==> src/hw/rtl/amec_pkg.sv <==
// Package for the accelerometer motion event counter.
// Holds register field widths, reset values, register indexes and the configuration struct.
// No dependencies.
`default_nettype none

package amec_pkg;

    localparam int THRESH_W    = 16;
    localparam int GRAV_W      = 15;
    localparam int RECAL_W     = 16;
    localparam int EVCNT_W     = 16;
    localparam int TOTAL_OUT_W = 16;
    localparam int FLAGS_W     = 3;
    localparam int APB_ADDR_W  = 4;
    localparam int APB_DATA_W  = 32;

    localparam logic [THRESH_W-1:0] THRESHOLD_RST = 16'd300;
    localparam logic [GRAV_W-1:0]   GRAVITY_RST   = 15'd1000;
    localparam logic [RECAL_W-1:0]  RECAL_RST     = 16'd100;

    localparam int FLAG_X = 0;
    localparam int FLAG_Y = 1;
    localparam int FLAG_Z = 2;

    typedef enum logic [1:0] {
        REG_THRESHOLD      = 2'd0,
        REG_GRAVITY_OFFSET = 2'd1,
        REG_RECAL_SAMPLES  = 2'd2
    } t_reg_idx;

    typedef struct packed {
        logic [THRESH_W-1:0] threshold;
        logic [GRAV_W-1:0]   gravity_offset;
        logic [RECAL_W-1:0]  recal_samples;
    } t_cfg;

endpackage

`default_nettype wire

==> src/hw/rtl/amec_if.sv <==
// Handshake interfaces for the accelerometer motion event counter.
// A sample channel carries one three-axis item, a result channel one result item.
// Depends on amec_pkg.
`default_nettype none

interface amec_sample_if #(
    parameter int SAMPLE_WIDTH = 16
);
    logic                           valid;
    logic                           ready;
    logic signed [SAMPLE_WIDTH-1:0] accel_x;
    logic signed [SAMPLE_WIDTH-1:0] accel_y;
    logic signed [SAMPLE_WIDTH-1:0] accel_z;

    modport source (output valid, output accel_x, output accel_y, output accel_z, input ready);
    modport sink   (input valid, input accel_x, input accel_y, input accel_z, output ready);
endinterface

interface amec_result_if;
    logic                             valid;
    logic                             ready;
    logic [amec_pkg::FLAGS_W-1:0]     axis_flags;
    logic                             event_active;
    logic                             event_closed;
    logic [amec_pkg::TOTAL_OUT_W-1:0] trigger_total;

    modport source (output valid, output axis_flags, output event_active,
                    output event_closed, output trigger_total, input ready);
    modport sink   (input valid, input axis_flags, input event_active,
                    input event_closed, input trigger_total, output ready);
endinterface

`default_nettype wire

==> src/hw/rtl/accel_motion_event_counter.sv <==
// Accelerometer motion event counter, top level.
// Throughput: one item per cycle while the result channel does not stall; the input register
// and the result register form a two-stage pipeline, and the event state is updated as an item
// moves into the result register.
// Reset (synchronous, active low) clears baselines, event state and counts, and loads the
// register defaults threshold 300, gravity offset 1000 and recal samples 100.
`default_nettype none

module accel_motion_event_counter #(
    parameter int SAMPLE_WIDTH = 16,
    parameter int COUNT_WIDTH  = 16
) (
    input  wire                                i_clk,
    input  wire                                i_rst_n,
    amec_sample_if.sink                        i_sample,
    amec_result_if.source                      o_result,
    input  wire                                psel,
    input  wire                                penable,
    input  wire                                pwrite,
    input  wire  [amec_pkg::APB_ADDR_W-1:0]    paddr,
    input  wire  [amec_pkg::APB_DATA_W-1:0]    pwdata,
    output logic [amec_pkg::APB_DATA_W-1:0]    prdata,
    output logic                               pready
);
    import amec_pkg::*;

    // The baseline must hold both raw samples and the folded z magnitude.
    localparam int BASE_W = ((SAMPLE_WIDTH > GRAV_W + 1) ? SAMPLE_WIDTH : GRAV_W + 1) + 1;

    t_cfg w_cfg;

    logic                           r_s1_valid;
    logic signed [SAMPLE_WIDTH-1:0] r_s1_x;
    logic signed [SAMPLE_WIDTH-1:0] r_s1_y;
    logic signed [SAMPLE_WIDTH-1:0] r_s1_z;

    logic signed [BASE_W-1:0] r_base_x;
    logic signed [BASE_W-1:0] r_base_y;
    logic signed [BASE_W-1:0] r_base_z;
    logic                     r_in_event;
    logic [EVCNT_W-1:0]       r_event_samples;
    logic [COUNT_WIDTH-1:0]   r_total;

    logic                     r_out_valid;
    logic [FLAGS_W-1:0]       r_out_flags;
    logic                     r_out_active;
    logic                     r_out_closed;
    logic [TOTAL_OUT_W-1:0]   r_out_total;

    logic signed [BASE_W-1:0] n_base_x;
    logic signed [BASE_W-1:0] n_base_y;
    logic signed [BASE_W-1:0] n_base_z;
    logic                     n_in_event;
    logic [EVCNT_W-1:0]       n_event_samples;
    logic [COUNT_WIDTH-1:0]   n_total;
    logic                     n_closed;

    logic                     w_advance;
    logic                     w_accept;
    logic signed [BASE_W-1:0] w_x;
    logic signed [BASE_W-1:0] w_y;
    logic signed [BASE_W-1:0] w_z_diff;
    logic signed [BASE_W-1:0] w_z;
    logic signed [BASE_W-1:0] w_min_x;
    logic signed [BASE_W-1:0] w_min_y;
    logic signed [BASE_W-1:0] w_min_z;
    logic [FLAGS_W-1:0]       w_flags;

    amec_cfg u_cfg (
        .i_clk   (i_clk),
        .i_rst_n (i_rst_n),
        .psel    (psel),
        .penable (penable),
        .pwrite  (pwrite),
        .paddr   (paddr),
        .pwdata  (pwdata),
        .prdata  (prdata),
        .pready  (pready),
        .o_cfg   (w_cfg)
    );

    assign w_advance      = r_s1_valid && (!r_out_valid || o_result.ready);
    assign i_sample.ready = !r_s1_valid || w_advance;
    assign w_accept       = i_sample.valid && i_sample.ready;

    always_ff @(posedge i_clk) begin
        if (!i_rst_n) begin
            r_s1_valid <= 1'b0;
        end else if (i_sample.ready) begin
            r_s1_valid <= i_sample.valid;
        end
        if (w_accept) begin
            r_s1_x <= i_sample.accel_x;
            r_s1_y <= i_sample.accel_y;
            r_s1_z <= i_sample.accel_z;
        end
    end

    assign w_x      = BASE_W'(r_s1_x);
    assign w_y      = BASE_W'(r_s1_y);
    assign w_z_diff = BASE_W'(r_s1_z) - $signed(BASE_W'(w_cfg.gravity_offset));
    assign w_z      = w_z_diff[BASE_W-1] ? -w_z_diff : w_z_diff;

    amec_axis #(.BASE_W(BASE_W)) u_axis_x (
        .i_value     (w_x),
        .i_base      (r_base_x),
        .i_idle      (!r_in_event),
        .i_threshold (w_cfg.threshold),
        .o_base      (w_min_x),
        .o_active    (w_flags[FLAG_X])
    );

    amec_axis #(.BASE_W(BASE_W)) u_axis_y (
        .i_value     (w_y),
        .i_base      (r_base_y),
        .i_idle      (!r_in_event),
        .i_threshold (w_cfg.threshold),
        .o_base      (w_min_y),
        .o_active    (w_flags[FLAG_Y])
    );

    amec_axis #(.BASE_W(BASE_W)) u_axis_z (
        .i_value     (w_z),
        .i_base      (r_base_z),
        .i_idle      (!r_in_event),
        .i_threshold (w_cfg.threshold),
        .o_base      (w_min_z),
        .o_active    (w_flags[FLAG_Z])
    );

    always_comb begin
        n_base_x        = r_base_x;
        n_base_y        = r_base_y;
        n_base_z        = r_base_z;
        n_in_event      = r_in_event;
        n_event_samples = r_event_samples;
        n_total         = r_total;
        n_closed        = 1'b0;
        if (!r_in_event) begin
            n_base_x = w_min_x;
            n_base_y = w_min_y;
            n_base_z = w_min_z;
            if (|w_flags) begin
                n_in_event      = 1'b1;
                n_event_samples = '0;
            end
        end else if (|w_flags) begin
            if (r_event_samples == w_cfg.recal_samples) begin
                n_base_x        = w_x;
                n_base_y        = w_y;
                n_base_z        = w_z;
                n_event_samples = EVCNT_W'(1);
            end else begin
                n_event_samples = r_event_samples + EVCNT_W'(1);
            end
        end else begin
            if (r_total != '1) begin
                n_total = r_total + COUNT_WIDTH'(1);
            end
            n_in_event = 1'b0;
            n_closed   = 1'b1;
        end
    end

    always_ff @(posedge i_clk) begin
        if (!i_rst_n) begin
            r_base_x        <= '0;
            r_base_y        <= '0;
            r_base_z        <= '0;
            r_in_event      <= 1'b0;
            r_event_samples <= '0;
            r_total         <= '0;
            r_out_valid     <= 1'b0;
        end else begin
            if (w_advance) begin
                r_base_x        <= n_base_x;
                r_base_y        <= n_base_y;
                r_base_z        <= n_base_z;
                r_in_event      <= n_in_event;
                r_event_samples <= n_event_samples;
                r_total         <= n_total;
                r_out_valid     <= 1'b1;
            end else if (o_result.ready) begin
                r_out_valid <= 1'b0;
            end
        end
        if (w_advance) begin
            r_out_flags  <= w_flags;
            r_out_active <= n_in_event;
            r_out_closed <= n_closed;
            r_out_total  <= TOTAL_OUT_W'(n_total);
        end
    end

    assign o_result.valid         = r_out_valid;
    assign o_result.axis_flags    = r_out_flags;
    assign o_result.event_active  = r_out_active;
    assign o_result.event_closed  = r_out_closed;
    assign o_result.trigger_total = r_out_total;

`ifndef NO_ASSERTIONS
    a_closed_is_quiet: assert property (@(posedge i_clk) disable iff (!i_rst_n)
        (r_out_valid && r_out_closed) |-> (!r_out_active && (r_out_flags == '0)))
        else $error("closing result carries active flags or an open event");

    a_active_matches_state: assert property (@(posedge i_clk) disable iff (!i_rst_n)
        r_out_valid |-> (r_out_active == r_in_event))
        else $error("pending result disagrees with event state");

    a_total_steps_by_one: assert property (@(posedge i_clk) disable iff (!i_rst_n)
        (r_total != $past(r_total)) |-> (r_total == $past(r_total) + COUNT_WIDTH'(1)))
        else $error("event total moved by other than one");

    a_advance_fills_output: assert property (@(posedge i_clk) disable iff (!i_rst_n)
        w_advance |=> r_out_valid)
        else $error("item advanced but no result is pending");
`endif

endmodule

`default_nettype wire

==> src/hw/rtl/amec_cfg.sv <==
// APB-style configuration registers: threshold, gravity offset and recal sample count.
// Depends on amec_pkg.
`default_nettype none

module amec_cfg (
    input  wire                                i_clk,
    input  wire                                i_rst_n,
    input  wire                                psel,
    input  wire                                penable,
    input  wire                                pwrite,
    input  wire  [amec_pkg::APB_ADDR_W-1:0]    paddr,
    input  wire  [amec_pkg::APB_DATA_W-1:0]    pwdata,
    output logic [amec_pkg::APB_DATA_W-1:0]    prdata,
    output logic                               pready,
    output amec_pkg::t_cfg                     o_cfg
);
    import amec_pkg::*;

    t_cfg     r_cfg;
    t_reg_idx w_idx;
    logic     w_write;

    assign w_idx   = t_reg_idx'(paddr[APB_ADDR_W-1:2]);
    assign w_write = psel && penable && pwrite && pready;
    assign pready  = 1'b1;
    assign o_cfg   = r_cfg;

    always_ff @(posedge i_clk) begin
        if (!i_rst_n) begin
            r_cfg.threshold      <= THRESHOLD_RST;
            r_cfg.gravity_offset <= GRAVITY_RST;
            r_cfg.recal_samples  <= RECAL_RST;
        end else if (w_write) begin
            case (w_idx)
                REG_THRESHOLD:      r_cfg.threshold      <= pwdata[THRESH_W-1:0];
                REG_GRAVITY_OFFSET: r_cfg.gravity_offset <= pwdata[GRAV_W-1:0];
                REG_RECAL_SAMPLES:  r_cfg.recal_samples  <= pwdata[RECAL_W-1:0];
                default: begin
                end
            endcase
        end
    end

    always_comb begin
        case (w_idx)
            REG_THRESHOLD:      prdata = APB_DATA_W'(r_cfg.threshold);
            REG_GRAVITY_OFFSET: prdata = APB_DATA_W'(r_cfg.gravity_offset);
            REG_RECAL_SAMPLES:  prdata = APB_DATA_W'(r_cfg.recal_samples);
            default:            prdata = '0;
        endcase
    end

endmodule

`default_nettype wire

==> src/hw/rtl/amec_axis.sv <==
// Per-axis test: running-minimum baseline tracking while idle and excess-over-threshold check.
// Depends on amec_pkg.
`default_nettype none

module amec_axis #(
    parameter int BASE_W = 17
) (
    input  wire signed [BASE_W-1:0]            i_value,
    input  wire signed [BASE_W-1:0]            i_base,
    input  wire                                i_idle,
    input  wire        [amec_pkg::THRESH_W-1:0] i_threshold,
    output logic signed [BASE_W-1:0]           o_base,
    output logic                               o_active
);
    import amec_pkg::*;

    logic signed [BASE_W:0] w_excess;
    logic signed [BASE_W:0] w_thresh;

    // While idle the baseline first follows the minimum, so the excess is never negative.
    assign o_base   = (i_idle && (i_value < i_base)) ? i_value : i_base;
    assign w_excess = (BASE_W+1)'(i_value) - (BASE_W+1)'(o_base);
    assign w_thresh = $signed({{(BASE_W+1-THRESH_W){1'b0}}, i_threshold});
    assign o_active = w_excess > w_thresh;

endmodule

`default_nettype wire

==> src/flat_wrapper.sv <==
// flat-port wrapper written by rule: the top's interface ports become plain ports
module accel_motion_event_counter_flat import amec_pkg::*;
#(
    parameter int SAMPLE_WIDTH = 16,
    parameter int COUNT_WIDTH  = 16
)
  (i_clk, i_rst_n, psel, penable, pwrite, paddr, pwdata, prdata, pready, i_sample_valid, i_sample_accel_x, i_sample_accel_y, i_sample_accel_z, i_sample_ready, o_result_valid, o_result_axis_flags, o_result_event_active, o_result_event_closed, o_result_trigger_total, o_result_ready);
  amec_sample_if #(.SAMPLE_WIDTH(SAMPLE_WIDTH)) i_sample_i ();
  amec_result_if o_result_i ();
  input  wire i_clk;
  input  wire i_rst_n;
  input  wire psel;
  input  wire penable;
  input  wire pwrite;
  input  wire  [amec_pkg::APB_ADDR_W-1:0] paddr;
  input  wire  [amec_pkg::APB_DATA_W-1:0] pwdata;
  output logic [amec_pkg::APB_DATA_W-1:0] prdata;
  output logic pready;
  input wire logic [$bits(i_sample_i.valid)-1:0] i_sample_valid;
  input wire logic [$bits(i_sample_i.accel_x)-1:0] i_sample_accel_x;
  input wire logic [$bits(i_sample_i.accel_y)-1:0] i_sample_accel_y;
  input wire logic [$bits(i_sample_i.accel_z)-1:0] i_sample_accel_z;
  output wire logic [$bits(i_sample_i.ready)-1:0] i_sample_ready;
  output wire logic [$bits(o_result_i.valid)-1:0] o_result_valid;
  output wire logic [$bits(o_result_i.axis_flags)-1:0] o_result_axis_flags;
  output wire logic [$bits(o_result_i.event_active)-1:0] o_result_event_active;
  output wire logic [$bits(o_result_i.event_closed)-1:0] o_result_event_closed;
  output wire logic [$bits(o_result_i.trigger_total)-1:0] o_result_trigger_total;
  input wire logic [$bits(o_result_i.ready)-1:0] o_result_ready;
  assign i_sample_i.valid = i_sample_valid;
  assign i_sample_i.accel_x = i_sample_accel_x;
  assign i_sample_i.accel_y = i_sample_accel_y;
  assign i_sample_i.accel_z = i_sample_accel_z;
  assign i_sample_ready = i_sample_i.ready;
  assign o_result_valid = o_result_i.valid;
  assign o_result_axis_flags = o_result_i.axis_flags;
  assign o_result_event_active = o_result_i.event_active;
  assign o_result_event_closed = o_result_i.event_closed;
  assign o_result_trigger_total = o_result_i.trigger_total;
  assign o_result_i.ready = o_result_ready;
  accel_motion_event_counter #(.SAMPLE_WIDTH(SAMPLE_WIDTH), .COUNT_WIDTH(COUNT_WIDTH)) u_core (.i_clk(i_clk), .i_rst_n(i_rst_n), .i_sample(i_sample_i), .o_result(o_result_i), .psel(psel), .penable(penable), .pwrite(pwrite), .paddr(paddr), .pwdata(pwdata), .prdata(prdata), .pready(pready));
endmodule
==> config.mk <==
export PLATFORM = sky130hd
export DESIGN_NAME = accel_motion_event_counter_flat
export DESIGN_NICKNAME = d
export VERILOG_FILES = /design/src/hw/rtl/amec_pkg.sv /design/src/hw/rtl/amec_if.sv /design/src/hw/rtl/accel_motion_event_counter.sv /design/src/hw/rtl/amec_cfg.sv /design/src/hw/rtl/amec_axis.sv /design/src/flat_wrapper.sv
export SDC_FILE = /design/constraint.sdc
export NUM_CORES = 1
export LEC_CHECK = 0
export BUFFER_PORTS_ARGS = -buffer_cell sky130_fd_sc_hd__buf_4
export CAP_MARGIN = 30
export CORE_ASPECT_RATIO = 1.75
export CORE_MARGIN = 5
export CORE_UTILIZATION = 40
export CTS_BUF_LIST = sky130_fd_sc_hd__clkbuf_8
export DETAILED_ROUTE_END_ITERATION = 8
export GPL_ROUTABILITY_DRIVEN = 0
export PLACE_DENSITY = 0.61
export SLEW_MARGIN = 0
export SYNTH_ARGS = -nofsm -noshare
export SYNTH_HDL_FRONTEND = slang
export SYNTH_HIERARCHICAL = 1
export SYNTH_SLANG_ARGS = --single-unit
==> constraint.sdc <==
create_clock -name i_clk -period 11.95 [get_ports i_clk]
set_clock_uncertainty 0.1 [all_clocks]
set_input_delay 2.39 -clock i_clk [delete_from_list [all_inputs] [get_ports i_clk]]
set_output_delay 2.39 -clock i_clk [all_outputs]
set_load 0.05 [all_outputs]
# == After elaboration in Yosys (flattened, before gate mapping) ==
# Cells that the tools add are included.
# classes
n_addsub,7
order_cmp,6
n_eq_ne,6
n_mux,25
reduce_logical,20
# ops
cell,count
2-to-1 mux 17 bit,13
2-to-1 mux 16 bit,7
greater-than comparator 18 x 17 -> 1 bit,3
one-hot mux 16 bit (3 select lines),1
subtractor 16 x 17 -> 18 bit,2
less-than comparator 16 x 17 -> 1 bit,2
adder 16 x 1 -> 16 bit (second input constant),2
subtractor 17 x 17 -> 18 bit,1
less-than comparator 17 bit,1
negator 17 bit,1
subtractor 16 x 16 -> 17 bit,1
equality test 16 bit,1
inequality test 16 bit (second input constant),1
AND reduction 2 bit,4
logical AND 1 bit,7
2-to-1 mux 1 bit,4
inequality test 2 bit (second input constant),2
logical NOT 1 bit,3
AND reduction 3 bit,1
OR reduction 3 bit,1
equality test 2 x 1 -> 1 bit (second input constant),1
equality test 2 bit (second input constant),1
logical NOT 2 bit,1
logical OR 1 bit,2
nonzero test 2 bit,1
# totals
ff_bits,202
input_bits,91
out_inout_bits,56

# == Depth between registers and ports, before layout ==
# Gate-level depths: netlist (run 1).
# logic_depth
depth_word,11
mapped_depth,51
depth_no_buf,47

# == Hierarchy ==
# Netlist (run 1), hierarchy kept.
# by_module_without_submodules
mod,n_inst,cells_per_inst,area_per_inst_um2
accel_motion_event_counter,1,791,7798.7
amec_axis at u_core.u_axis_x ...,2,287,1941.9
amec_cfg,1,255,2316.0
amec_axis at u_core.u_axis_z,1,284,2045.7

# == Least setup slack after synthesis (run 1) ==
# No wires, ideal clock.
# synth_path
path_kind,register -> register
start,register u_core.r_s1_z[0]
end,register u_core.r_total[8]
setup_time_ns,0.128
arrival_time_ns,9.468
slack_ns,2.254
stages_incl_launch_ff,50
path_buffers,4
path_cell_list,edfxtp_1 > inv_1 > ha_1 > fa_1 > nor2b_2 > o2111a_2 > nor4_2 > or3b_4 > o21ai_2 > xor2_2 > or3b_4 > o21ai_2 > xor2_1 > ha_1 > and3_4 > and3_4 > a211oi_2 > a31oi_1 > [14 not listed] > xor2_1 > ha_1 > and4_1 > o41ai_1 > a21boi_0 > o31ai_1 > o311a_1 > o32ai_1 > or3_1 > clkbuf_1 > nor2_1 > o31a_1 > buf_2 > nand4_1 > nor2_1 > nand2_1 > xor2_1 > nor2_1
# synth_between
elab_chain_len,11
# synth_lines
element,line_no,rtl
"start, declared",accel_motion_event_counter.sv:35,logic signed [SAMPLE_WIDTH-1:0] r_s1_z;
"start signal, assigned",accel_motion_event_counter.sv:95,r_s1_z <= i_sample.accel_z;
subtractor 16 x 16 -> 17 bit *,accel_motion_event_counter.sv:101,assign w_z_diff = BASE_W'(r_s1_z) - $signed(BASE_W'(w_cfg.gravity_offset));
negator 17 bit,accel_motion_event_counter.sv:102,assign w_z = w_z_diff[BASE_W-1] ? -w_z_diff : w_z_diff;
2-to-1 mux 17 bit *,accel_motion_event_counter.sv:102,
net u_core.w_z[15],accel_motion_event_counter.sv:63,logic signed [BASE_W-1:0] w_z;
less-than comparator 17 bit *,amec_axis.sv:21,assign o_base = (i_idle && (i_value < i_base)) ? i_value : i_base;
logical AND 1 bit *,amec_axis.sv:21,
2-to-1 mux 17 bit *,amec_axis.sv:21,
net u_core.w_min_z[0],accel_motion_event_counter.sv:66,logic signed [BASE_W-1:0] w_min_z;
subtractor 17 x 17 -> 18 bit *,amec_axis.sv:22,assign w_excess = (BASE_W+1)'(i_value) - (BASE_W+1)'(o_base);
greater-than comparator 18 x 17 -> 1 bit *,amec_axis.sv:24,assign o_active = w_excess > w_thresh;
net u_core.w_flags[2],accel_motion_event_counter.sv:67,logic [FLAGS_W-1:0] w_flags;
OR reduction 3 bit *,accel_motion_event_counter.sv:147,end else if (|w_flags) begin
2-to-1 mux 16 bit *,accel_motion_event_counter.sv:147,
2-to-1 mux 16 bit *,accel_motion_event_counter.sv:139,if (!r_in_event) begin
"end signal, assigned",accel_motion_event_counter.sv:181,r_total <= n_total;
"end, declared",accel_motion_event_counter.sv:42,logic [COUNT_WIDTH-1:0] r_total;
# Mark *: on every way through the listed nets, which the timed path passes. The rest lies on a longest branch.
# A chain may end at the register's enable or synchronous reset.

# == Worst setup path in the final report (run 1) ==
# layout_path
start,register u_core.u_cfg.r_cfg (netlist bit u_core/u_cfg/o_cfg[16])
end,register u_core.r_total[8]
# layout_between
elab_chain_len,11
# layout_lines
element,line_no,rtl
"start, declared",amec_cfg.sv:19,t_cfg r_cfg;
subtractor 16 x 16 -> 17 bit *,accel_motion_event_counter.sv:101,
negator 17 bit,accel_motion_event_counter.sv:102,
2-to-1 mux 17 bit *,accel_motion_event_counter.sv:102,
net u_core.w_z[13],accel_motion_event_counter.sv:63,
less-than comparator 17 bit *,amec_axis.sv:21,
logical AND 1 bit *,amec_axis.sv:21,
2-to-1 mux 17 bit *,amec_axis.sv:21,
net u_core.w_min_z[0],accel_motion_event_counter.sv:66,
subtractor 17 x 17 -> 18 bit *,amec_axis.sv:22,
greater-than comparator 18 x 17 -> 1 bit *,amec_axis.sv:24,
net u_core.w_flags[2],accel_motion_event_counter.sv:67,
OR reduction 3 bit *,accel_motion_event_counter.sv:147,
2-to-1 mux 16 bit *,accel_motion_event_counter.sv:147,
2-to-1 mux 16 bit *,accel_motion_event_counter.sv:139,
# Marked as above.

==> results_tabular.tex, run 1 <==
\begin{tabular}{lr}
\hline
Metric & Value \\
\hline
\multicolumn{2}{l}{\textbf{STA}} \\
Slew headroom & 0.398 \\
Final setup violating endpoints & 0 \\
Setup TNS & 0 ns \\
Slew Viols, Final & 0 \\
Fmax & 89.7 MHz \\
Final worst-path cycle share & 0.932 \\
Min setup slack post-route & 0.808 ns \\
Pin slew with the least headroom to its limit & 0.899 ns \\
Final Hold Fails & 0 \\
Time the worst path needs with I/O delays and setup & 11.14 ns \\
Unrepaired setup endpoints after global routing & false \\
\multicolumn{2}{l}{\textbf{Detailed routing}} \\
Antenna violation net count after detailed routing & 0 \\
Final routed DRC violation total & 0 \\
Aggregate routed wire length & 44200 um \\
Total via count after detailed routing & 13800 \\
Detailed-router iteration count before antenna repair & 7 \\
Initial DRC Count & 500 \\
Mean number of vias per cell & 5.49 \\
Avg WL per Cell & 17.6 um \\
\multicolumn{2}{l}{\textbf{Worst setup path}} \\
Peak per-stage delay on the critical path & 0.49 ns \\
Critical path data required time & 12.26 ns \\
Timing endpoint of the critical path & u\_core/r\_total[8]\$\_SDFFE\_PN0P\_ \\
R2R Path Start & u\_core/u\_cfg/o\_cfg[16]\$\_SDFFE\_PN0P\_ \\
Worst setup SP type & register \\
Critical path capture point type & register \\
Worst setup slack for register-to-register paths & 0.81 ns \\
Terminus of the critical flop-to-flop path & u\_core/r\_total[8]\$\_SDFFE\_PN0P\_ \\
Worst Path Max Fanout & 14 \\
Slowest cell on the critical path & sky130\_fd\_sc\_hd\_\_xor2\_1 \\
Worst setup path start & u\_core/u\_cfg/o\_cfg[16]\$\_SDFFE\_PN0P\_ \\
Critical path class & register to register \\
Critical path's most frequent cell & sky130\_fd\_sc\_hd\_\_ha\_1 \\
Data arrival time of the critical path & 11.45 ns \\
Reg2Reg Depth & 43 \\
\multicolumn{2}{l}{\textbf{Clock network}} \\
Library cell used as clock root buffer & sky130\_fd\_sc\_hd\_\_clkbuf\_8 \\
Clock-pin slew on the worst setup and hold paths & 0.07 ns \\
CTS Sinks & 202 \\
Num CTS Buffers & 35 \\
Clock tree buffer depth & 3 \\
Clock latency of the later-clocked register in the worst-skew pair & 0.57 ns \\
Cts hold-fix bufs & 0 \\
Clock tree from TritonCTS & done \\
CTS H-Tree Depth & 2 \\
\multicolumn{2}{l}{\textbf{Worst hold path}} \\
Hold WC Path Type & register to register \\
\multicolumn{2}{l}{\textbf{GRT}} \\
Wire length of the first global-routing pass & 68700 um \\
Number of global-route vias before repair & 13500 \\
Overall track demand over capacity in global routing & 0.192 \\
Total congestion overflow & 0 \\
Antenna violations before repair & 1 \\
Maximum number of pins on one net before global-route repair & 91 \\
\multicolumn{2}{l}{\textbf{Synthesis}} \\
Most used standard cell by instance count after synthesis & sky130\_fd\_sc\_hd\_\_inv\_1 \\
Post-synth EDFFs & 69 \\
Leading cell types by total area after synthesis & sky130\_fd\_sc\_hd\_\_dfxtp\_1 (17\%), sky130\_fd\_sc\_hd\_\_edfxtp\_1 (13\%), sky130\_fd\_sc\_hd\_\_ha\_1 (12\%) \\
Cell taking the most area after synthesis & sky130\_fd\_sc\_hd\_\_dfxtp\_1 \\
Top-area cell type share of the netlist area & 0.166 \\
Syn avg cell area & 8.43 um2 \\
Yosys Warn Count & 6 \\
Prevailing post-synth register cell & sky130\_fd\_sc\_hd\_\_dfxtp\_1 \\
Number of distinct library cells after synthesis & 104 \\
Commonest cells in the netlist & sky130\_fd\_sc\_hd\_\_inv\_1 (176), sky130\_fd\_sc\_hd\_\_nor2\_1 (166), sky130\_fd\_sc\_hd\_\_nand2\_1 (164) \\
Total of flip-flops plus latches after synthesis & 202 \\
Post-synthesis cell count & 1904 \\
Share of flip-flops with an asynchronous set or reset & 0 \\
Netlist Area Pre-Place & 0.0160 mm2 \\
Portion of the post-synthesis area used by sequential elements & 0.295 \\
\multicolumn{2}{l}{\textbf{Place}} \\
Number of buffers added on ports & 111 \\
Cells after DPL & 2447 \\
Placed Area & 0.0172 mm2 \\
Worst setup slack before clock tree synthesis & 0.717 ns \\
Half-perimeter wire length after detailed placement & 33900 um \\
\multicolumn{2}{l}{\textbf{Die}} \\
Die height & 275 um \\
Die Span X & 161 um \\
Core area & 0.0398 mm2 \\
Die area & 0.0444 mm2 \\
Placement Rows & 97 \\
Ports placed on the boundary & 147 \\
Initial cell density of the core & 0.403 \\
\multicolumn{2}{l}{\textbf{Power and ir drop}} \\
Power density normalized to cell area & 157 mW/mm2 \\
Leakage power figure & 7.65 nW \\
Peak supply drop & 0.0000883 V \\
\multicolumn{2}{l}{\textbf{Finish}} \\
Number of nets in the layout & 2238 \\
Share of post-route cells with drive strength above 1 & 0.126 \\
Total non-filler cell area in the finished layout & 0.0179 mm2 \\
Number of non-filler instances in the completed layout & 2512 \\
Synthesis-to-finish area growth & 11.8\% \\
End-of-flow core utilization & 0.451 \\
\multicolumn{2}{l}{\textbf{Job}} \\
Max Cap Violations & 0 \\
\multicolumn{2}{l}{\textbf{Status}} \\
Outcome & finished clean \\
\hline
\end{tabular}
[cell type report]
| class | instances | area [um2] |
|---|---|---|
| antenna | 1 | 2.50 |
| clock buffer | 38 | 523 |
| clock inverter | 25 | 191 |
| fill | 3948 | 21900 |
| inverter | 177 | 664 |
| multi-input combinational | 1447 | 10200 |
| sequential | 202 | 4740 |
| tap | 495 | 619 |
| timing repair buffer | 127 | 963 |
[routing by layer]
metal	part of all wire	track usage	wire (um)	vias up
met5	0	0	0	-
met3	0.032	0.0220	1390	125
met1	0.36	0.189	16000	6456
met2	0.55	0.382	24200	281
met4	0.060	0.109	2640	0
li1	-	-	-	6920
[sequential cells by signal, indices dropped and copies added, names as in the netlist]
| name | count |
|---|---|
| u_core/o_result.axis_flags | 3 |
| u_core/o_result.event_active | 1 |
| u_core/o_result.event_closed | 1 |
| u_core/o_result.trigger_total | 16 |
| u_core/o_result.valid | 1 |
| u_core/r_base_x | 17 |
| u_core/r_base_y | 17 |
| u_core/r_base_z | 17 |
| u_core/r_event_samples | 16 |
| u_core/r_in_event | 1 |
| u_core/r_s1_valid | 1 |
| u_core/r_s1_x | 16 |
| u_core/r_s1_y | 16 |
| u_core/r_s1_z | 16 |
| u_core/r_total | 16 |
| u_core/u_cfg/o_cfg | 47 |
[through the flow]
step | total power, mW | hold slack, ns
3_3_place_gp | 2.11 | 0.364
4_1_cts | 2.83 | 0.384
2_1_floorplan | 1.83 | 0.345
3_5_place_dp | 2.15 | 0.376
5_1_grt | 3.03 | 0.409
6_report | 2.81 | 0.381
[placed cells by master (no fill, tap or decap), types with 15 or more instances in the layout]
| cell | count |
|---|---|
| sky130_fd_sc_hd__mux2i_1 | 117 |
| sky130_fd_sc_hd__nor2_1 | 166 |
| sky130_fd_sc_hd__and3_1 | 16 |
| sky130_fd_sc_hd__nand2_1 | 164 |
| sky130_fd_sc_hd__dfxtp_1 | 132 |
| sky130_fd_sc_hd__ha_1 | 153 |
| sky130_fd_sc_hd__nor2b_1 | 55 |
| sky130_fd_sc_hd__nand2b_1 | 25 |
| sky130_fd_sc_hd__o21a_1 | 15 |
| sky130_fd_sc_hd__xor2_1 | 55 |
| sky130_fd_sc_hd__nand3_1 | 36 |
| sky130_fd_sc_hd__a21oi_1 | 117 |
| sky130_fd_sc_hd__xnor2_1 | 38 |
| sky130_fd_sc_hd__nor3_1 | 33 |
| sky130_fd_sc_hd__edfxtp_1 | 69 |
| sky130_fd_sc_hd__conb_1 | 17 |
| sky130_fd_sc_hd__buf_4 | 125 |
| sky130_fd_sc_hd__o21ai_0 | 85 |
| sky130_fd_sc_hd__a21o_1 | 49 |
| sky130_fd_sc_hd__nand4_1 | 21 |
| sky130_fd_sc_hd__clkbuf_8 | 38 |
| sky130_fd_sc_hd__a211oi_1 | 44 |
| sky130_fd_sc_hd__inv_1 | 188 |
[power by group]
group	total [mW]	leakage (nW)	switching [mW]	internal, mW
logic	1.36	5.51	0.796	0.563
clock network	0.664	0.409	0.303	0.361
registers	0.788	1.74	0.0326	0.755
[repair_timing]
item / in CTS / in global routing
setup endpoints to repair: 0 / 6
buffers inserted: 0 / 1
resized for setup: 0 / 1
[kinds of logic after synthesis]
group / count (synthesis) / synth area share
simple gates: 606 / 0.188
compound gates: 443 / 0.187
buf+inv: 270 / 0.0714
flops: 202 / 0.295
fa+ha+maj: 162 / 0.128
mux: 125 / 0.0786
xor+xnor: 94 / 0.0518
other cells: 2 / 0.000468
[worst min-delay path by stage]
stage	from	endpoint	slack, ns	cells past startpoint
final	u_core/u_cfg/o_cfg[27]$_SDFFE_PN0P_	u_core/u_cfg/o_cfg[27]$_SDFFE_PN0P_	0.38	2
after floorplan	u_core/r_base_z[1]$_SDFFE_PN0P_	u_core/r_base_z[1]$_SDFFE_PN0P_	0.35	2
after CTS	u_core/u_cfg/o_cfg[27]$_SDFFE_PN0P_	u_core/u_cfg/o_cfg[27]$_SDFFE_PN0P_	0.38	2
after global routing	u_core/u_cfg/o_cfg[26]$_SDFFE_PN0P_	u_core/u_cfg/o_cfg[26]$_SDFFE_PN0P_	0.41	2
after global placement	u_core/u_cfg/o_cfg[18]$_SDFFE_PN0P_	u_core/u_cfg/o_cfg[18]$_SDFFE_PN0P_	0.36	2
after detailed placement	u_core/u_cfg/o_cfg[28]$_SDFFE_PN0P_	u_core/u_cfg/o_cfg[28]$_SDFFE_PN0P_	0.38	2
[critical path: cells and delay by family (launching register included)]
family | cells | cell delay [ns]
AOI/OAI and AO/OA | 18 | 4.12
xor gates and xnor gates | 3 | 0.82
adders and majority gates | 6 | 1.90
DFF | 1 | 0.35
and+or+nand+nor | 16 | 3.69
Power figures use the tool's default switching activity.
==> run 2, diff against run 1 <==
--- a/config.mk
+++ b/config.mk
@@ -9,11 +9,11 @@
 export CAP_MARGIN = 30
 export CORE_ASPECT_RATIO = 1.75
 export CORE_MARGIN = 5
-export CORE_UTILIZATION = 40
+export CORE_UTILIZATION = 50
 export CTS_BUF_LIST = sky130_fd_sc_hd__clkbuf_8
 export DETAILED_ROUTE_END_ITERATION = 8
 export GPL_ROUTABILITY_DRIVEN = 0
-export PLACE_DENSITY = 0.61
+export PLACE_DENSITY = 0.73
 export SLEW_MARGIN = 0
 export SYNTH_ARGS = -nofsm -noshare
 export SYNTH_HDL_FRONTEND = slang
==> results_tabular.tex, run 2 (synthesis results as in run 1) <==
\begin{tabular}{lr}
\hline
Metric & Value \\
\hline
\multicolumn{2}{l}{\textbf{Status}} \\
Outcome & finished clean (unchanged) \\
\multicolumn{2}{l}{\textbf{Die}} \\
Die height & 247 um (was 275 um) \\
Placement Rows & 86 (was 97) \\
Die area & 0.0359 mm2 (was 0.0444 mm2) \\
Die Span X & 145 um (was 161 um) \\
Core area & 0.0316 mm2 (was 0.0398 mm2) \\
Ports placed on the boundary & 147 (unchanged) \\
Initial cell density of the core & 0.507 (was 0.403) \\
\multicolumn{2}{l}{\textbf{Power and ir drop}} \\
Leakage power figure & 7.60 nW (was 7.65 nW) \\
Peak supply drop & 0.0000816 V (was 0.0000883 V) \\
Post-route total power & 2.74 mW (was 2.81 mW) \\
Power density normalized to cell area & 155 mW/mm2 (was 157 mW/mm2) \\
\multicolumn{2}{l}{\textbf{Clock network}} \\
Clock latency of the later-clocked register in the worst-skew pair & 0.55 ns (was 0.57 ns) \\
Clock tree buffer depth & 3 (unchanged) \\
Library cell used as clock root buffer & sky130\_fd\_sc\_hd\_\_clkbuf\_8 (unchanged) \\
Clock tree from TritonCTS & done (unchanged) \\
Cts hold-fix bufs & 0 (unchanged) \\
Num CTS Buffers & 34 (was 35) \\
Number of gates resized after CTS & 0 (unchanged) \\
Clock-pin slew on the worst setup and hold paths & 0.06 ns (was 0.07 ns) \\
CTS H-Tree Depth & 2 (unchanged) \\
CTS Sinks & 202 (unchanged) \\
Post-CTS setup buffers & 0 (unchanged) \\
\multicolumn{2}{l}{\textbf{GRT}} \\
Number of global-route vias before repair & 14100 (was 13500) \\
Overall track demand over capacity in global routing & 0.228 (was 0.192) \\
Antenna violations before repair & 0 (was 1) \\
Maximum number of pins on one net before global-route repair & 91 (unchanged) \\
Total congestion overflow & 0 (unchanged) \\
Wire length of the first global-routing pass & 67900 um (was 68700 um) \\
\multicolumn{2}{l}{\textbf{Detailed routing}} \\
Detailed-router iteration count before antenna repair & 8 (was 7) \\
Antenna violation net count after detailed routing & 0 (unchanged) \\
Avg WL per Cell & 17.5 um (was 17.6 um) \\
Mean number of vias per cell & 5.81 (was 5.49) \\
Initial DRC Count & 900 (was 500) \\
Final routed DRC violation total & 0 (unchanged) \\
Aggregate routed wire length & 42200 um (was 44200 um) \\
Total via count after detailed routing & 14000 (was 13800) \\
\multicolumn{2}{l}{\textbf{Place}} \\
Placed Area & 0.0171 mm2 (was 0.0172 mm2) \\
Half-perimeter wire length after detailed placement & 32000 um (was 33900 um) \\
Number of buffers added on ports & 111 (unchanged) \\
Cells after DPL & 2347 (was 2447) \\
\multicolumn{2}{l}{\textbf{Finish}} \\
Total non-filler cell area in the finished layout & 0.0177 mm2 (was 0.0179 mm2) \\
Commonest cells after routing, fill and taps aside & sky130\_fd\_sc\_hd\_\_inv\_1 (185), sky130\_fd\_sc\_hd\_\_nor2\_1 (166), sky130\_fd\_sc\_hd\_\_nand2\_1 (164) (was sky130\_fd\_sc\_hd\_\_inv\_1 (188), sky130\_fd\_sc\_hd\_\_nor2\_1 (166), sky130\_fd\_sc\_hd\_\_nand2\_1 (164)) \\
Synthesis-to-finish area growth & 10.4\% (was 11.8\%) \\
Number of non-filler instances in the completed layout & 2408 (was 2512) \\
Share of post-route cells with drive strength above 1 & 0.124 (was 0.126) \\
Flip-flop and latch area & 0.00474 mm2 (unchanged) \\
Max reg flops & 47 (unchanged) \\
Multi-input combinational cell area & 0.0102 mm2 (about the same) \\
Number of nets in the layout & 2235 (was 2238) \\
Count of antenna diodes in the layout & 0 (was 1) \\
Filler cell count in the final layout & 2930 (was 3948) \\
Commonest non-fill, non-tap cell in the layout & sky130\_fd\_sc\_hd\_\_inv\_1 (unchanged) \\
\multicolumn{2}{l}{\textbf{STA}} \\
Time the worst path needs with I/O delays and setup & 11.17 ns (was 11.14 ns) \\
Final worst-path cycle share & 0.935 (was 0.932) \\
Fmax & 89.5 MHz (was 89.7 MHz) \\
Unrepaired setup endpoints after global routing & false (unchanged) \\
Slew headroom & 0.381 (was 0.398) \\
Pin slew with the least headroom to its limit & 0.928 ns (was 0.899 ns) \\
Final setup violating endpoints & 0 (unchanged) \\
Final Hold Fails & 0 (unchanged) \\
Slew Viols, Final & 0 (unchanged) \\
Setup TNS & 0 ns (unchanged) \\
\multicolumn{2}{l}{\textbf{Worst hold path}} \\
Startpoint of the lowest-slack hold path & u\_core/r\_base\_z[1]\$\_SDFFE\_PN0P\_ (was u\_core/u\_cfg/o\_cfg[27]\$\_SDFFE\_PN0P\_) \\
Hold-critical path endpoint & u\_core/r\_base\_z[1]\$\_SDFFE\_PN0P\_ (was u\_core/u\_cfg/o\_cfg[27]\$\_SDFFE\_PN0P\_) \\
Number of instances on the worst hold path & 2 (unchanged) \\
Hold WC Path Type & register to register (unchanged) \\
\multicolumn{2}{l}{\textbf{Worst setup path}} \\
Critical path data required time & 12.24 ns (was 12.26 ns) \\
Total buffers and inverters traversed by the critical path & 1 (was 0) \\
Worst setup SP type & register (unchanged) \\
Critical path class & register to register (unchanged) \\
R2R Path Start & u\_core/u\_cfg/o\_cfg[16]\$\_SDFFE\_PN0P\_ (unchanged) \\
Worst Path Max Fanout & 15 (was 14) \\
Worst setup slack for register-to-register paths & 0.78 ns (was 0.81 ns) \\
Slowest cell on the critical path & sky130\_fd\_sc\_hd\_\_nor4\_1 (was sky130\_fd\_sc\_hd\_\_xor2\_1) \\
Critical path capture point type & register (unchanged) \\
Terminus of the critical flop-to-flop path & u\_core/r\_total[8]\$\_SDFFE\_PN0P\_ (unchanged) \\
Reg2Reg Depth & 44 (was 43) \\
Critical path's most frequent cell & sky130\_fd\_sc\_hd\_\_ha\_1 (unchanged) \\
Cell type group with the largest total delay on the critical path & simple AND/OR/NAND/NOR gates (was compound AO/OA/AOI/OAI gates) \\
Data arrival time of the critical path & 11.46 ns (was 11.45 ns) \\
Peak per-stage delay on the critical path & 0.58 ns (was 0.49 ns) \\
\multicolumn{2}{l}{\textbf{Job}} \\
Max Cap Violations & 0 (unchanged) \\
\hline
\end{tabular}
==> run 2: cell types whose count changed in the layout (fill, tap and decap cells not counted), sizes merged <==
cell    before  now
bufinv       3    1
clkbuf      38   37
buf        127  125
inv        191  186
diode        1    0
clkinv       7   13
==> run 2: layout make-up <==
type                            instances  share of cell area
Multi-Input combinational cell       1447               0.577
Sequential cell                       202               0.267
Timing Repair Buffer                  125              0.0537
Inverter                              177              0.0375
Clock buffer                           37              0.0287
Tap cell                              396              0.0280
Clock inverter                         24             0.00756
==> run 2: worst max-delay path by stage <==
stage,from,to,slack (ns),depth (start not counted)
finish,u_core/u_cfg/o_cfg[16]$_SDFFE_PN0P_,u_core/r_total[8]$_SDFFE_PN0P_,0.78,44
global placement,u_core/u_cfg/o_cfg[16]$_SDFFE_PN0P_,u_core/r_total[8]$_SDFFE_PN0P_,1.18,45
floorplan,u_core/r_s1_z[0]$_DFFE_PP_,u_core/r_total[8]$_SDFFE_PN0P_,2.25,49
detailed placement,u_core/u_cfg/o_cfg[16]$_SDFFE_PN0P_,u_core/r_total[8]$_SDFFE_PN0P_,0.95,44
global route,u_core/u_cfg/o_cfg[18]$_SDFFE_PN0P_,u_core/r_total[8]$_SDFFE_PN0P_,0.08,43
CTS,u_core/u_cfg/o_cfg[16]$_SDFFE_PN0P_,u_core/r_total[8]$_SDFFE_PN0P_,0.91,44
==> run 2: stage by stage <==
stage / utilization / hold slack (ns) / setup slack [ns]
6_report: 0.560 / 0.379 / 0.777
3_5_place_dp: 0.540 / 0.373 / 0.954
2_1_floorplan: - / 0.345 / 2.25
5_1_grt: 0.560 / 0.407 / 0.0785
3_3_place_gp: 0.539 / 0.357 / 1.18
4_1_cts: 0.560 / 0.381 / 0.907
==> run 2: power breakdown <==
part | total, mW | switching [mW] | internal [mW]
Clock | 0.601 | 0.292 | 0.309
Sequential | 0.788 | 0.0331 | 0.755
Combinational | 1.35 | 0.789 | 0.560
Total | 2.74 | 1.12 | 1.62
==> run 2: tightest hold or removal path: cells and delay by family (launching register included) <==
family,cells,cell delay (ns)
DFF,1,0.33
AOI/OAI and AO/OA,1,0.05
and+or+nand+nor,1,0.06
==> run 2: metal layers <==
layer  track usage  routed length, um  vias up
met3        0.0271               1640      144
li1              -                  -     6896
met5             0                  0        -
met2         0.433              21900      380
met1         0.231              15600     6568
met4         0.155               3090        0
